## src/sv/mlfq_pkg.sv

```systemverilog
// Shared types, codes and helper functions of the multilevel feedback thread scheduler.
// Used by mlfq_find and multilevel_feedback_thread_scheduler; depends on nothing.
package mlfq_pkg;

  localparam int THREADS = 64;
  localparam int CPUS    = 4;
  localparam int LEVELS  = 64;

  localparam logic [11:0] QMAX = 12'hFFF;

  // Command codes of the input beat.
  typedef enum logic [2:0] {
    CMD_ENTER,
    CMD_READY,
    CMD_BLOCK,
    CMD_LEAVE,
    CMD_TICK,
    CMD_RESCHED,
    CMD_ENABLE,
    CMD_DISABLE
  } cmd_t;

  // Thread classes.
  localparam logic [2:0] CLS_IDLE      = 3'd0;
  localparam logic [2:0] CLS_NORMAL    = 3'd1;
  localparam logic [2:0] CLS_DRIVER    = 3'd2;
  localparam logic [2:0] CLS_RT        = 3'd3;
  localparam logic [2:0] CLS_RT_DRIVER = 3'd4;

  // Result status codes.
  localparam logic [1:0] ST_OK        = 2'd0;
  localparam logic [1:0] ST_BAD_CLASS = 2'd1;
  localparam logic [1:0] ST_DISABLED  = 2'd2;

  // Configuration register indexes.
  localparam logic [2:0] REG_UNIT_NORMAL    = 3'd0;
  localparam logic [2:0] REG_UNIT_DRIVER    = 3'd1;
  localparam logic [2:0] REG_UNIT_REALTIME  = 3'd2;
  localparam logic [2:0] REG_UNIT_RT_DRIVER = 3'd3;
  localparam logic [2:0] REG_TICK_LENGTH    = 3'd4;

  typedef enum logic [4:0] {
    S_IDLE,
    S_RD_INFO,
    S_LD_INFO,
    S_DQ_A,
    S_DQ_B,
    S_AFTER_DQ,
    S_EQ_A,
    S_EQ_B,
    S_WB,
    S_TK_GO,
    S_TK_FIND,
    S_TK_DEC,
    S_RN_GO,
    S_RN_FIND,
    S_RN_HEAD,
    S_RN_HRD,
    S_RN_IRD,
    S_RN_DEC,
    S_DONE
  } state_t;

  // Per-thread record kept in one memory word.
  typedef struct packed {
    logic [2:0]  cls;
    logic [5:0]  pri;
    logic [11:0] quant;
    logic [1:0]  cpu;
  } thread_info_t;

  // Result of the top-level search unit.
  typedef struct packed {
    logic       done;
    logic [5:0] level;
  } find_res_t;

  function automatic logic [5:0] band_max(input logic [2:0] k);
    logic [5:0] r;
    case (k)
      CLS_NORMAL:    r = 6'd15;
      CLS_DRIVER:    r = 6'd31;
      CLS_RT:        r = 6'd47;
      CLS_RT_DRIVER: r = 6'd63;
      default:       r = 6'd0;
    endcase
    return r;
  endfunction

  function automatic logic [5:0] band_min(input logic [2:0] k);
    logic [5:0] r;
    case (k)
      CLS_NORMAL:    r = 6'd1;
      CLS_DRIVER:    r = 6'd16;
      CLS_RT:        r = 6'd32;
      CLS_RT_DRIVER: r = 6'd48;
      default:       r = 6'd0;
    endcase
    return r;
  endfunction

  // Moves a priority by one step up or down, clamped to the class band.
  function automatic logic [5:0] shift_pri(input logic [2:0] k, input logic [5:0] p,
                                           input logic up, input logic down);
    logic [6:0] n;
    logic [6:0] hi;
    logic [6:0] lo;
    logic [5:0] r;
    hi = {1'b0, band_max(k)};
    lo = {1'b0, band_min(k)};
    if (up) begin
      n = {1'b0, p} + 7'd1;
    end else if (down && p != 6'd0) begin
      n = {1'b0, p} - 7'd1;
    end else begin
      n = {1'b0, p};
    end
    if (n > hi) n = hi;
    if (n < lo) n = lo;
    if (k == CLS_IDLE) begin
      r = 6'd0;
    end else if (k > CLS_RT_DRIVER) begin
      r = p;
    end else begin
      r = n[5:0];
    end
    return r;
  endfunction

  // Quantum of a thread: (band top - priority + 1) times the class unit, capped at QMAX.
  function automatic logic [11:0] quantum_calc(input logic [2:0] k, input logic [5:0] p,
                                               input logic [7:0] unit);
    logic [5:0]  top;
    logic [6:0]  f;
    logic [14:0] prod;
    logic [11:0] r;
    top = band_max(k);
    if (p > top) begin
      f = 7'd1;
    end else begin
      f = {1'b0, top} - {1'b0, p} + 7'd1;
    end
    prod = {8'b0, f} * {7'b0, unit};
    if (k < CLS_NORMAL || k > CLS_RT_DRIVER) begin
      r = QMAX;
    end else if (prod > {3'b0, QMAX}) begin
      r = QMAX;
    end else begin
      r = prod[11:0];
    end
    return r;
  endfunction

endpackage

```

## src/sv/mlfq_find.sv

```systemverilog
// Iterative search for the highest non-empty level above level 0.
// Scans the 64-bit level mask one byte per cycle from the top; uses mlfq_pkg.
module mlfq_find (
  input  logic                  clk,
  input  logic                  rst,
  input  logic                  start,
  input  logic [63:0]           word,
  output mlfq_pkg::find_res_t   res
);
  import mlfq_pkg::*;

  logic        busy;
  logic [2:0]  grp;
  logic [63:0] mask;
  logic [7:0]  chunk;
  logic [2:0]  pos;

  // Select the current byte and find its highest set bit.
  always_comb begin
    chunk = mask[{grp, 3'b000} +: 8];
    pos = 3'd0;
    for (int i = 0; i < 8; i++) begin
      if (chunk[i]) pos = 3'(i);
    end
  end

  // One byte per cycle; level 0 never counts as ready.
  always_ff @(posedge clk) begin
    if (rst) begin
      busy <= 1'b0;
      res  <= '0;
    end else begin
      res.done <= 1'b0;
      if (start) begin
        busy <= 1'b1;
        mask <= {word[63:1], 1'b0};
        grp  <= 3'd7;
      end else if (busy) begin
        if (chunk != 8'd0) begin
          res.done  <= 1'b1;
          res.level <= {grp, pos};
          busy      <= 1'b0;
        end else if (grp == 3'd0) begin
          res.done  <= 1'b1;
          res.level <= 6'd0;
          busy      <= 1'b0;
        end else begin
          grp <= grp - 3'd1;
        end
      end
    end
  end

endmodule

```

## config.mk

```make
export PLATFORM = sky130hd
export DESIGN_NAME = mlfq_find
export DESIGN_NICKNAME = d
export VERILOG_FILES = /design/src/sv/mlfq_pkg.sv /design/src/sv/mlfq_find.sv
export SDC_FILE = /design/constraint.sdc
export NUM_CORES = 1
export LEC_CHECK = 0
export ABC_AREA = 1
export BUFFER_PORTS_ARGS = -buffer_cell sky130_fd_sc_hd__buf_4
export CAP_MARGIN = 20
export CORE_MARGIN = 3
export CORE_UTILIZATION = 53
export CTS_CLUSTER_DIAMETER = 150
export DETAILED_ROUTE_END_ITERATION = 8
export GPL_ROUTABILITY_DRIVEN = 0
export PLACE_DENSITY_LB_ADDON = 0.08
export SYNTH_ARGS = -nofsm -noshare
export SYNTH_HDL_FRONTEND = slang
export SYNTH_SLANG_ARGS = --single-unit
```

## constraint.sdc

```tcl
create_clock -name clk -period 4.5 [get_ports clk]
set_input_delay 0.9 -clock clk [delete_from_list [all_inputs] [get_ports clk]]
set_output_delay 0.9 -clock clk [all_outputs]
set_load 0.005 [all_outputs]
```

==> impl_metrics.yaml <==
sta:
  period_needed_ns: 2.643
  fin_skew_ns: 0.01241
  slew_headroom_pct: 43.81
  setup-violations-final: 0
  hold_viol_final: 0
  achievable-frequency_mhz: 378.3
  rsz0062_at_grt: "no"
  maxSlewViolCount: 0
  fin_crit_sh_pct: 58.74
  tns_ns: 0
  worst_pin_slew_ns: 0.8429
  fin_ws_ns: 1.857
clock_network:
  cts_sinks: 74
  cts.repair.resized: 0
  cts_tree: "yes"
  clk_pin_slew_ns: 0.08
  cts_inserted_buffers: 9
  clockRootBuffer: "clkbuf_8"
  ctsHoldBuffers: 0
  cts_setup_buffers: 0
  cts_max_level: 3
  insertion_delay_ns: 0.35
  cts_buffer_depth: 2
synthesis:
  synth_fa_ha_area_share_pct: 0.7725
  avgSynthCellArea_um2: 10.59
  synth_top_cells_by_area: "edfxtp_1, nand2_1, nand3_1, dfxtp_1, inv_1"
  ys_types: 25
  ys_ff_latch: 74
  yosys_warnings: 0
  synth_top_family_by_area: "simple AND/OR/NAND/NOR gates"
  synth_compound_area_share_pct: 3.592
  synth_simple_gate_area_share_pct: 20.55
  seq_area_frac_synth_pct: 66.13
  synth.largest_area_cell: "edfxtp_1"
  synth_xor_area_share_pct: 0
  synthMuxAreaShare_pct: 0
  synth_top_area_share_pct: 61.18
  synth.net_count: 375
  netlist_instances: 306
  syn_area_mm2: 0.003239
grt:
  grt_pass1_vias: 2298
  grt-ovfl-total: 0
  track_usage_pct: 19.08
  antenna_found_initial: 0
  grt_pass1_wl_um: 10570
  grt_max_degree: 32
critical_path:
  crit_type: "flop to flop"
  crit_fanout: 23
  timing.critical_path.buf_inv: 1
  critical-path-top-delay-family: "flip-flops"
  critPathLaunchType: "flop"
  slowest_delay_ns: 0.91
  endpoint_kind: "flop"
  path_common_cell: "nand3_1"
  crit_path_cell_trace: "inv_2, nand3_1, nand3_1, nand2_1, nand2_2, nor2_4, nand3_4, o22ai_1"
  critPathArrivalTime_ns: 2.66
  slowest_stage: "edfxtp_1"
  required_ns: 4.51
die:
  num_io_pins: 74
  dieWidth_um: 84.18
  die_y_um: 84.18
  die_area_mm2: 0.007086
  core_area_mm2: 0.005709
  fp-row-count: 27
  initial_utilization_pct: 56.74
drt:
  vias_per_cell: 5.007
  drc_errors: 0
  drtIter0Drc: 131
  ant_nets: 0
  wl_um: 6255
  firstDrtPassIters: 4
  avgRoutedWirePerCell_um: 13.72
  vias: 2283
min_path:
  hp-class: "flop to flop"
finish:
  drive_gt1_share_pct: 27.60
  synthToLayoutAreaGrowth_pct: 23.41
  final_cell_area_mm2: 0.003998
  nets: 448
  diodes: 0
placed_design:
  dp_slack_ns: 1.877
  placed_cell_area_mm2: 0.003780
  port_buffers: 72
  post-dp-hpwl_um: 4236
pwr:
  power_w: 0.001505
  p_leak_nw: 1.765
  pwr_density_cell_mw_per_mm2: 376.4
  peakVddDrop_v: 0.0003259
status:
  status: "finished clean"
flow_run:
  maxCapViolCount: 0
[Yosys cell counts, drive strengths merged]
cell,instances
a21boi,1
a21oi,5
buf,12
clkbuf,1
dfxtp,8
edfxtp,66
ha,2
inv,44
nand2,93
nand3,36
nor2,23
o211ai,1
o21ai,12
o22ai,2
[power breakdown]
group | leakage (nW) | internal (W) | switching (W)
clock | 0.105 | 0.000311 | 0.000249
combinational | 0.976 | 0.0000652 | 0.0000681
sequential | 0.683 | 0.000795 | 0.0000163
[state kept, by name, indices dropped and copies added, names as in the netlist]
signal  count
busy        1
grp         3
res         7
mask       63
[metrics by stage]
| step | std cells | hold slack (ns) | util (%) |
|---|---|---|---|
| 2_1_floorplan | 306 | 0.4555 | - |
| 3_3_place_gp | 440 | 0.4521 | 66.21 |
| 3_5_place_dp | 440 | 0.4570 | 66.21 |
| 4_1_cts | 456 | 0.4668 | 70.02 |
| 5_1_grt | 456 | 0.4913 | 70.02 |
| 6_report | 456 | 0.4630 | 70.02 |
[cell type report]
| class | instances | area [um^2] |
|---|---|---|
| inverters | 44 | 170.2 |
| repair buffers | 75 | 563.0 |
| fillers | 441 | 1712 |
| flip-flops and latches | 74 | 2142 |
| clock inverters | 7 | 93.84 |
| multi-input cells | 175 | 814.5 |
| clock buffers | 9 | 123.9 |
| well taps | 72 | 90.09 |
[cells in the final DEF, fill, tap and decap left out, drive strengths merged, types with 5 or more instances in the layout]
master and instances:
a21oi 5, buf 75, clkbuf 9, dfxtp 8
edfxtp 66, inv 44, nand2 93, nand3 36
nor2 23, o21ai 12
[layer usage]
metal | vias to the layer above | GRT usage [%] | wire length [um]
met4 | 0 | 8.918 | 138
met2 | 73 | 32.07 | 3109
met5 | - | 0 | 0
met3 | 10 | 4.024 | 331
met1 | 1057 | 23.58 | 2675
li1 | 1143 | - | -
[worst reg2reg max path, stage by stage (launching register included)]
cell	delay [ns]
edfxtp_1	0.91
inv_2	0.33
nand3_1	0.19
nand3_1	0.09
nand2_1	0.16
nand2_2	0.08
nor2_4	0.16
nand3_4	0.11
o22ai_1	0.28
[cells by family (layout without fill, tap and decap cells)]
logic type | Yosys count | count (layout)
flip-flops | 74 | 74
adder cells (fa/ha/maj) | 2 | 2
buffers and inverters | 57 | 135
AND/OR/NAND/NOR | 152 | 152
AO/OA/AOI/OAI | 21 | 21
[path summary, 6_finish.rpt]
path / from / endpoint / slack [ns] / cells after the start
worst max-delay path: grp[1]$_SDFFCE_PP1P_ / grp[0]$_SDFFCE_PP1P_ / 1.86 / 8
worst min-delay path: res[5]$_SDFFE_PP0P_ / res[5]$_SDFFE_PP0P_ / 0.46 / 2
worst max register to register: grp[1]$_SDFFCE_PP1P_ / grp[0]$_SDFFCE_PP1P_ / 1.86 / 8
worst min register to register: res[5]$_SDFFE_PP0P_ / res[5]$_SDFFE_PP0P_ / 0.46 / 2
(Power assumes the default switching activity.)
